===== src/sv/wam_pkg.sv =====
// ----------------------------------------------------------------------------
// wam_pkg
// Shared types and constants for the weekly alarm matcher.
// ----------------------------------------------------------------------------
package wam_pkg;

    localparam int HOUR_W     = 5;
    localparam int MINUTE_W   = 6;
    localparam int WEEKDAY_W  = 3;
    localparam int MASK_W     = 7;
    localparam int SLOT_W     = 19;
    localparam int SLOT_IDX_W = 3;
    localparam int APB_DATA_W = 32;
    localparam int S_TDATA_W  = 16;
    localparam int M_TDATA_W  = 8;

    // minute mark that no real tick carries after reset
    localparam logic [MINUTE_W-1:0] NEVER_FIRED = 6'd61;
    localparam logic [WEEKDAY_W-1:0] DAYS_PER_WEEK = 3'd7;

    // alarm slot register layout, lowest field last
    typedef struct packed {
        logic                enable;
        logic [MASK_W-1:0]   mask;
        logic [MINUTE_W-1:0] minute;
        logic [HOUR_W-1:0]   hour;
    } slot_t;

    typedef struct packed {
        logic [WEEKDAY_W-1:0] weekday;
        logic [MINUTE_W-1:0]  minute;
        logic [HOUR_W-1:0]    hour;
    } tick_t;

    typedef struct packed {
        logic [SLOT_IDX_W-1:0] fired_slot;
        logic                  alarm_fired;
    } result_t;

    // request from the match stage to mark a one-shot slot spent
    typedef struct packed {
        logic                  vld;
        logic [SLOT_IDX_W-1:0] idx;
    } spend_req_t;

endpackage


===== src/sv/wam_slot_cmp.sv =====
// ----------------------------------------------------------------------------
// wam_slot_cmp
// Compares one alarm slot against the current tick.
// ----------------------------------------------------------------------------
module wam_slot_cmp (
    input  wam_pkg::slot_t slot,
    input  logic           spent,
    input  wam_pkg::tick_t tick,
    output logic           hit,
    output logic           one_shot
);
    import wam_pkg::*;

    logic [MASK_W:0] mask_ext;
    logic            today;
    logic            time_eq;

    // weekday seven lands on the zero pad bit
    assign mask_ext = {1'b0, slot.mask};
    assign today    = (tick.weekday < DAYS_PER_WEEK) && mask_ext[tick.weekday];
    assign one_shot = (slot.mask == '0);
    assign time_eq  = (slot.hour == tick.hour) && (slot.minute == tick.minute);
    assign hit      = slot.enable && !spent && time_eq && (one_shot || today);

endmodule


===== src/sv/wam_apb_regs.sv =====
// ----------------------------------------------------------------------------
// wam_apb_regs
// Alarm slot registers on the APB port, with the per-slot spent flags.
// ----------------------------------------------------------------------------
module wam_apb_regs #(
    parameter int NUM_SLOTS = 5,
    parameter int IDX_W     = 3
) (
    input  logic                                 aclk,
    input  logic                                 aresetn,
    input  logic                                 psel,
    input  logic                                 penable,
    input  logic                                 pwrite,
    input  logic [IDX_W+1:0]                     paddr,
    input  logic [wam_pkg::APB_DATA_W-1:0]       pwdata,
    output logic [wam_pkg::APB_DATA_W-1:0]       prdata,
    input  wam_pkg::spend_req_t                  spend,
    output wam_pkg::slot_t [NUM_SLOTS-1:0]       slots,
    output logic [NUM_SLOTS-1:0]                 spent
);
    import wam_pkg::*;

    slot_t [NUM_SLOTS-1:0] slot_reg;
    logic  [NUM_SLOTS-1:0] spent_reg;
    logic  [IDX_W-1:0]     reg_idx;
    logic                  idx_ok;
    logic                  wr_en;

    assign reg_idx = paddr[IDX_W+1:2];
    assign idx_ok  = (int'(reg_idx) < NUM_SLOTS);
    assign wr_en   = psel && penable && pwrite && idx_ok;

    always_ff @(posedge aclk) begin
        if (!aresetn) begin
            slot_reg  <= '0;
            spent_reg <= '0;
        end else begin
            if (wr_en) begin
                slot_reg[reg_idx]  <= pwdata[SLOT_W-1:0];
                spent_reg[reg_idx] <= 1'b0;
            end
            if (spend.vld) begin
                spent_reg[spend.idx[IDX_W-1:0]] <= 1'b1;
            end
        end
    end

    always_comb begin
        prdata = '0;
        if (idx_ok) begin
            prdata = {{(APB_DATA_W-SLOT_W){1'b0}}, slot_reg[reg_idx]};
        end
    end

    assign slots = slot_reg;
    assign spent = spent_reg;

endmodule


===== src/sv/weekly_alarm_matcher_top.sv =====
// ----------------------------------------------------------------------------
// weekly_alarm_matcher_top
// Weekly alarm comparator: each tick is matched against all alarm slots.
// ----------------------------------------------------------------------------
//  channel | dir | contents
//  s_      | in  | tick beat: hour, minute, weekday
//  m_      | out | result beat: alarm_fired, fired_slot
//  apb     | in  | alarm slot registers at 4*i
//
//  one beat per cycle sustained while m_tready is high; path is the input
//  register, then slot compare and priority pick into the result register
//  spent flags and last fired minute update at the result register load,
//  so the next tick already sees them
//  reset is synchronous; no clearing pass
//  m_tready low holds the result and stalls the input register behind it
// ----------------------------------------------------------------------------
module weekly_alarm_matcher_top #(
    parameter int NUM_SLOTS = 5
) (
    input  logic                                        aclk,
    input  logic                                        aresetn,
    input  logic                                        s_tvalid,
    output logic                                        s_tready,
    // [4:0] now_hour, [10:5] now_minute, [13:11] now_weekday
    input  logic [wam_pkg::S_TDATA_W-1:0]               s_tdata,
    output logic                                        m_tvalid,
    input  logic                                        m_tready,
    // [0] alarm_fired, [3:1] fired_slot
    output logic [wam_pkg::M_TDATA_W-1:0]               m_tdata,
    input  logic                                        psel,
    input  logic                                        penable,
    input  logic                                        pwrite,
    input  logic [((NUM_SLOTS > 1) ? $clog2(NUM_SLOTS) : 1)+1:0] paddr,
    input  logic [wam_pkg::APB_DATA_W-1:0]              pwdata,
    output logic [wam_pkg::APB_DATA_W-1:0]              prdata,
    output logic                                        pready
);
    import wam_pkg::*;

    localparam int IDX_W = (NUM_SLOTS > 1) ? $clog2(NUM_SLOTS) : 1;

    tick_t                 tick_reg;
    logic                  in_valid_reg;
    result_t               res_reg;
    result_t               res_next;
    logic                  out_valid_reg;
    logic [MINUTE_W-1:0]   last_min_reg;
    logic                  advance;
    logic                  out_free;

    slot_t [NUM_SLOTS-1:0] slots;
    logic  [NUM_SLOTS-1:0] spent;
    logic  [NUM_SLOTS-1:0] hit;
    logic  [NUM_SLOTS-1:0] one_shot;
    logic                  fire_any;
    logic [SLOT_IDX_W-1:0] win_idx;
    logic                  win_one_shot;
    spend_req_t            spend;

    assign out_free = !out_valid_reg || m_tready;
    assign advance  = in_valid_reg && out_free;
    assign s_tready = !in_valid_reg || out_free;

    always_ff @(posedge aclk) begin
        if (!aresetn) begin
            in_valid_reg <= 1'b0;
        end else if (s_tready) begin
            in_valid_reg <= s_tvalid;
        end
    end

    always_ff @(posedge aclk) begin
        if (s_tvalid && s_tready) begin
            tick_reg <= s_tdata[HOUR_W+MINUTE_W+WEEKDAY_W-1:0];
        end
    end

    wam_apb_regs #(
        .NUM_SLOTS (NUM_SLOTS),
        .IDX_W     (IDX_W)
    ) u_regs (
        .aclk    (aclk),
        .aresetn (aresetn),
        .psel    (psel),
        .penable (penable),
        .pwrite  (pwrite),
        .paddr   (paddr),
        .pwdata  (pwdata),
        .prdata  (prdata),
        .spend   (spend),
        .slots   (slots),
        .spent   (spent)
    );

    assign pready = 1'b1;

    for (genvar i = 0; i < NUM_SLOTS; i++) begin : g_lane
        wam_slot_cmp u_cmp (
            .slot     (slots[i]),
            .spent    (spent[i]),
            .tick     (tick_reg),
            .hit      (hit[i]),
            .one_shot (one_shot[i])
        );
    end

    // lowest slot wins: walk from the top so lower indexes overwrite
    always_comb begin
        fire_any     = 1'b0;
        win_idx      = '0;
        win_one_shot = 1'b0;
        for (int i = NUM_SLOTS - 1; i >= 0; i--) begin
            if (hit[i]) begin
                fire_any     = 1'b1;
                win_idx      = SLOT_IDX_W'(i);
                win_one_shot = one_shot[i];
            end
        end
        // same minute as the last firing suppresses everything
        if (tick_reg.minute == last_min_reg) begin
            fire_any = 1'b0;
            win_idx  = '0;
        end
    end

    assign res_next.alarm_fired = fire_any;
    assign res_next.fired_slot  = win_idx;

    assign spend.vld = advance && fire_any && win_one_shot;
    assign spend.idx = win_idx;

    always_ff @(posedge aclk) begin
        if (!aresetn) begin
            out_valid_reg <= 1'b0;
            last_min_reg  <= NEVER_FIRED;
        end else begin
            if (out_free) begin
                out_valid_reg <= in_valid_reg;
            end
            if (advance && fire_any) begin
                last_min_reg <= tick_reg.minute;
            end
        end
    end

    always_ff @(posedge aclk) begin
        if (advance) begin
            res_reg <= res_next;
        end
    end

    assign m_tvalid = out_valid_reg;
    assign m_tdata  = {{(M_TDATA_W-SLOT_IDX_W-1){1'b0}}, res_reg};

`ifndef SYNTHESIS
    a_slot_in_range: assert property (@(posedge aclk) disable iff (!aresetn)
        (m_tvalid && res_reg.alarm_fired) |-> (int'(res_reg.fired_slot) < NUM_SLOTS))
        else $error("fired slot index beyond configured slots");

    a_idle_slot_zero: assert property (@(posedge aclk) disable iff (!aresetn)
        (m_tvalid && !res_reg.alarm_fired) |-> (res_reg.fired_slot == '0))
        else $error("slot index nonzero without a firing");

    a_mark_follows_fire: assert property (@(posedge aclk) disable iff (!aresetn)
        (advance && fire_any) |=> (last_min_reg == $past(tick_reg.minute)))
        else $error("last fired minute not updated on a firing");

    a_mark_holds: assert property (@(posedge aclk) disable iff (!aresetn)
        !(advance && fire_any) |=> $stable(last_min_reg))
        else $error("last fired minute changed without a firing");
`endif

endmodule

===== config.mk =====
export PLATFORM = sky130hd
export DESIGN_NAME = weekly_alarm_matcher_top
export DESIGN_NICKNAME = d
export VERILOG_FILES = /design/src/sv/wam_pkg.sv /design/src/sv/wam_slot_cmp.sv /design/src/sv/wam_apb_regs.sv /design/src/sv/weekly_alarm_matcher_top.sv
export SDC_FILE = /design/constraint.sdc
export NUM_CORES = 1
export LEC_CHECK = 0
export BUFFER_PORTS_ARGS = -buffer_cell sky130_fd_sc_hd__clkbuf_2
export CAP_MARGIN = 20
export CORE_ASPECT_RATIO = 0.9
export CORE_UTILIZATION = 29
export DETAILED_ROUTE_END_ITERATION = 8
export SLEW_MARGIN = 20
export SYNTH_ARGS = -nofsm -noshare
export SYNTH_HDL_FRONTEND = slang
export SYNTH_SLANG_ARGS = --single-unit

===== constraint.sdc =====
create_clock -name aclk -period 3 [get_ports aclk]
set_clock_uncertainty 0.15 [all_clocks]
set_input_delay 0.6 -clock aclk [delete_from_list [all_inputs] [get_ports aclk]]
set_output_delay 0.6 -clock aclk [all_outputs]
set_load 0.03 [all_outputs]

# [Word level (Yosys, flattened, before mapping)]
# Index checks and enable logic that the tools add are counted.
[totals] reg_bits=126 latchBits=0 mem_bits_rw=0 romBits=0 in_bits=60 mem_count=0
[op_classes] n_addsub=0 n_mul=0 n_div=0 order_cmp=7 n_eq_ne=11 shifts=0 muxes=40 bitwise=3 reduce_logical=53
[ops] cell="$bwmux W95" count=1
[ops] cell="$bmux W19 S3" count=1
[ops] cell="$demux W19 S3" count=1
[ops] cell="$mux W19" count=3
[ops] cell="$eq A6 B6 Y1" count=6
[ops] cell="$logic_not A7 Y1" count=5
[ops] cell="$logic_and A1 B1 Y1" count=34
[ops] cell="$eq A5 B5 Y1" count=5
[ops] cell="$mux W1" count=18
[ops] cell="$mux W3" count=6
[ops] cell="$bmux W1 S3" count=5
[ops] cell="$mux W5" count=3
[ops] cell="$lt A3 B4 Y1 const B" count=3
[ops] cell="$logic_not A1 Y1" count=7
[ops] cell="$logic_or A1 B1 Y1" count=7
[ops] cell="$demux W1 S3" count=2
[ops] cell="$ge A3 B1 Y1 const B" count=2
[ops] cell="$lt A3 B3 Y1 const B" count=2
[ops] cell="$and A5 B5 Y5" count=1
[ops] cell="$not A5 Y5" count=1
[ops] cell="$or A5 B5 Y5" count=1

# [Depth between registers and ports, before layout]
[logic_depth] ltp_word=17 ltp_mapped=9

# [Hierarchy]
# From an unflattened synthesis, not the netlist that was laid out.
[unflattened] hier_cells=688 hier_area_um2=6815.3
[modules_own_cells] mod="wam_apb_regs" n_inst=1 cells_per_inst=471 area_each_um2=4553.1 seq_area_each_um2=2001.9
[modules_own_cells] mod="wam_slot_cmp" n_inst=5 cells_per_inst=26 area_each_um2=229.0 seq_area_each_um2=0.0
[modules_own_cells] mod="weekly_alarm_matcher_top" n_inst=1 cells_per_inst=87 area_each_um2=1117.3 seq_area_each_um2=700.7

# [Worst setup path before layout]
# No wires, ideal clock.
[synth_timing] path_kind="in2out" start="in paddr[3] in the netlist's numbering" end="out prdata[10] in the netlist's numbering" t_arrival_ps=2197 required_ps=2250 setup_slack_ps=53 stages=6 n_path_buf=3 cell_sequence="clkbuf_1 -> nor2b_1 -> clkbuf_1 -> clkbuf_1 -> a22oi_1 -> o22ai_1"
[synth_between] elab_chain_cells=3 elab_cells_between_ends=4
[synth_rtl] element="start, declared" line_no="weekly_alarm_matcher_top.sv:33" rtl="input logic [((NUM_SLOTS > 1) ? $clog2(NUM_SLOTS) : 1)+1:0] paddr,"
[synth_rtl] element="$bmux W19 S3" line_no="wam_apb_regs.sv:51" rtl="prdata = {{(APB_DATA_W-SLOT_W){1'b0}}, slot_reg[reg_idx]};"
[synth_rtl] element="$mux W19 (implied by the code)" line_no="wam_apb_regs.sv:51"
[synth_rtl] element="$mux W19 (*)" line_no="wam_apb_regs.sv:50" rtl="if (idx_ok) begin"
[synth_rtl] element="end, declared" line_no="weekly_alarm_matcher_top.sv:35" rtl="output logic [wam_pkg::APB_DATA_W-1:0] prdata,"
# Every way passes the cells marked *; elsewhere a longest branch is shown, timed or not. The select of a mux whose other input is x is not followed.

# [Final worst setup path]
[layout_timing] start="reg tick_reg[7] in the netlist's numbering" end="reg u_regs.spent_reg[3] (netlist: u_regs.spent[3])"
[layout_between] elab_chain_cells=16 elab_cells_between_ends=47
[layout_rtl] element="start, declared" line_no="weekly_alarm_matcher_top.sv:42" rtl="tick_t tick_reg;"
[layout_rtl] element="start signal, assigned" line_no="weekly_alarm_matcher_top.sv:74" rtl="tick_reg <= s_tdata[HOUR_W+MINUTE_W+WEEKDAY_W-1:0];"
[layout_rtl] element="$eq A6 B6 Y1" line_no="wam_slot_cmp.sv:22" rtl="assign time_eq = (slot.hour == tick.hour) && (slot.minute == tick.minute);"
[layout_rtl] element="$logic_and A1 B1 Y1" line_no="wam_slot_cmp.sv:22"
[layout_rtl] element="$logic_and A1 B1 Y1 (2 in series)" line_no="wam_slot_cmp.sv:23" rtl="assign hit = slot.enable && !spent && time_eq && (one_shot || today);"
[layout_rtl] element="$mux W3 (5 in series)" line_no="weekly_alarm_matcher_top.sv:113" rtl="if (hit[i]) begin"
[layout_rtl] element="$mux W3" line_no="weekly_alarm_matcher_top.sv:120" rtl="if (tick_reg.minute == last_min_reg) begin"
[layout_rtl] element="$lt A3 B4 Y1 (implied by the code) / $ge A3 B1 Y1 (equally long branches)" line_no="wam_apb_regs.sv:43" rtl="spent_reg[spend.idx[IDX_W-1:0]] <= 1'b1;"
[layout_rtl] element="$logic_and A1 B1 Y1 (implied by the code)" line_no="wam_apb_regs.sv:43"
[layout_rtl] element="$mux W1 (implied by the code)" line_no="wam_apb_regs.sv:43"
[layout_rtl] element="$demux W1 S3"
[layout_rtl] element="$or A5 B5 Y5 (no line)"
[layout_rtl] element="$mux W5 (*)" line_no="wam_apb_regs.sv:42" rtl="if (spend.vld) begin"
[layout_rtl] element="end signal, assigned" line_no="wam_apb_regs.sv:36" rtl="spent_reg <= '0;"
[layout_rtl] element="end signal, assigned by index" line_no="wam_apb_regs.sv:40" rtl="spent_reg[reg_idx] <= 1'b0;"
[layout_rtl] element="end signal, assigned by index" line_no="wam_apb_regs.sv:43"
[layout_rtl] element="end, declared" line_no="wam_apb_regs.sv:24" rtl="logic [NUM_SLOTS-1:0] spent_reg;"
# Every way passes the cells marked *; elsewhere a longest branch is shown, timed or not.
# A chain may end at the register's enable or synchronous reset.

==> impl_metrics.tcl <==
set metrics [dict create \
    drive_gt1_share_pct 19.1 \
    p_sw_uw 1120 \
    ys_seq_area_share_pct 39.5 \
    synthTopCellsByArea "dfxtp_1, nand2_1, a21boi_0" \
    syn_area_sq_um 6850 \
    drtIter0Drc 486 \
    largest_register_ffs 95 \
    cts.clk_slew.worst_paths_ns 0.06 \
    startpoint_type "flop" \
    yosysTopAreaCellShare_pct 31.6 \
    ys.warnings.count 0 \
    p_comb_share_pct 8.4 \
    path_max_fanout 7 \
    syn2layout_area_growth_pct 18.8 \
    synth_top_cells_by_count "nand2_1, dfxtp_1, a21boi_0" \
    post-cts-setup-buffer-count 0 \
    p_leak_uw 0.00294 \
    fill_cells 2356 \
    cts-root-buf "clkbuf_16" \
    ir_drop_mv 0.374 \
    antenna_found_initial 0 \
    grt_pass1_wl_um 34300 \
    p_int_uw 3020 \
    die_h_um 148 \
    outcome "finished, final reports clean" \
    clkPwrFrac_pct 48.7 \
    reg2reg_from "tick_reg[7]$_DFFE_PP_" \
    grt_start_max_net_pins 109 \
    fp.coreArea_sq_um 22800 \
    cp_data_required_time_ns 3.20 \
    avgSynthCellArea_sq_um 8.50 \
    period_share_pct 94.1 \
    synth_ff_type "dfxtp_1" \
    cp_slowest_cell "edfxtp_1" \
    wire_per_inst_um 19.2 \
    place_area_sq_um 7550 \
    final_cell_area_sq_um 8130 \
    port-buffer-count 67 \
    yosysMostFrequentCell "nand2_1" \
    setup_tns_ns 0 \
    yosysUniqueCellTypes 52 \
    p_per_area_nw_per_um2 509 \
    reg2reg_depth 6 \
    cts_hold_buf 0 \
    crit_type "flop to flop" \
    track_usage_pct 19.2 \
    die_area_sq_um 24200 \
    pwr-share-seq_pct 43.0 \
    gp_congestion 0.920 \
    die_w_um 164 \
    worstSkewPairLatency_ns 0.43 \
    cp.arrival_ns 3.03 \
    cp.depth 6 \
    cts_buffers 17 \
    timing.critical_path.buf_inv 0 \
    wl_um 22500 \
    drc 0 \
    worst_pin_slew_ns 0.983 \
    rsz0062_at_grt "no" \
    cts_tree "built" \
    min_from "s_tdata[2]" \
    clk_path_buf_depth 2 \
    sw_frac_of_total_pct 27.0 \
    fin_ws_ns 0.177 \
    timing.fmax_mhz 354 \
    slew_headroom_pct 34.5 \
    rrSetupSlack_ns 0.18 \
    whs_endpoint "tick_reg[2]$_DFFE_PP_" \
    critPathMaxStageDelay_ns 0.60 \
    ant_nets 0 \
    end_kind "flop" \
    setup_viol 0 \
    grt.overflow.total 0 \
    ioPinCount 103 \
    min_path_cells 1 \
    viasPerCell 5.19 \
    final-hold-violation-count 0 \
    rows 52 \
    async_flop_share_pct 0 \
    ys_ff_latch 126 \
    syn_inst 805 \
    fin_crit_ns 2.82 \
    r2r_end "u_regs.spent[3]$_SDFF_PN0_" \
    worstPathCellList "xnor2_1 > nand4_1 > or3_1 > or2_2 > or4b_1 > o21ai_1" \
    start_util_pct 30.0 \
    maxSlewViolCount 0 \
    power_uw 4140 \
    hp-class "primary input to flop" \
    place_ws_ns 0.243 \
    antenna_cells 0 \
    cp_top_family "simple AND/OR/NAND/NOR gates" \
    synth_edf_count 18 \
    cts.sinks 126 \
    dr.pass1.iters 5 \
    cts.htree.levels 4 \
    vias 6103 \
    grt_pass1_vias 5680 \
    maxCapViolCount 0 \
    synth_largest_area_cell "dfxtp_1" \
    cts_resized 0 \
    hpwlAfterDp_um 16200 \
    nets 926 \
]
-- final cells by class --
type / instances / area (sq um) / share of cell area, %
clock buffer: 20 / 478 / 5.88
clock inverter: 12 / 100 / 1.23
inverter: 6 / 22.5 / 0.277
multi-input combinational: 611 / 3800 / 46.8
sequential: 126 / 2700 / 33.2
tap: 297 / 372 / 4.57
timing repair buffer: 104 / 651 / 8.00
-- power by group through the flow --
stage                     Clock [uW]  Combinational (uW)  Sequential [uW]
after CTS                       2040                 343             1780
after global routing            2110                 369             1780
after floorplan                    0                 242             1790
after detailed placement           0                 342             1820
final                           2020                 346             1780
after global placement             0                 342             1810
-- stage by stage --
step / std cells / hold slack [ns] / utilization, %
detailed placement: 1144 / 0.308 / 33.1
global placement: 1144 / 0.300 / 33.1
floorplan: 821 / 0.285 / -
global route: 1176 / 0.170 / 35.6
finish: 1176 / 0.190 / 35.6
CTS: 1176 / 0.176 / 35.6
-- worst max-delay path by stage --
stage | from | end
floorplan | paddr[3] | prdata[10]
global placement | paddr[3] | prdata[9]
detailed placement | paddr[3] | prdata[9]
CTS | tick_reg[11]$_DFFE_PP_ | last_min_reg[0]$_SDFFE_PN1P_
global route | tick_reg[7]$_DFFE_PP_ | u_regs.spent[3]$_SDFF_PN0_
finish | tick_reg[7]$_DFFE_PP_ | u_regs.spent[3]$_SDFF_PN0_
-- placed cells by master, fill, tap and decap left out, types with 18 or more instances in the layout --
master and n:
a21boi_0 96, mux2i_1 18, nand2_1 206, buf_4 34
a22oi_1 41, o22ai_1 20, clkbuf_16 18, mux2_2 19
xnor2_1 26, clkbuf_2 67, conb_1 18, xor2_1 35
edfxtp_1 18, dfxtp_1 108, nor4_1 23
-- cells by family (layout without fill, tap and decap cells) --
kind of cell | after synthesis | in the layout | share of synthesized area (%)
and+or+nand+nor | 310 | 310 | 20.4
AOI/OAI and AO/OA | 182 | 182 | 19.6
DFF | 126 | 126 | 39.5
buffers and inverters | 84 | 142 | 5.92
xor gates and xnor gates | 61 | 61 | 7.80
muxes | 40 | 40 | 6.63
other | 2 | 18 | 0.110
-- metal layers --
metal / track usage (%) / up-vias / routed length, um
li1: - / 2907 / -
met1: 27.4 / 2914 / 10800
met2: 28.2 / 249 / 9750
met3: 4.94 / 33 / 1630
met4: 5.56 / 0 / 397
met5: 0 / - / 0
Note: power is estimated with default switching activity, not from simulation.
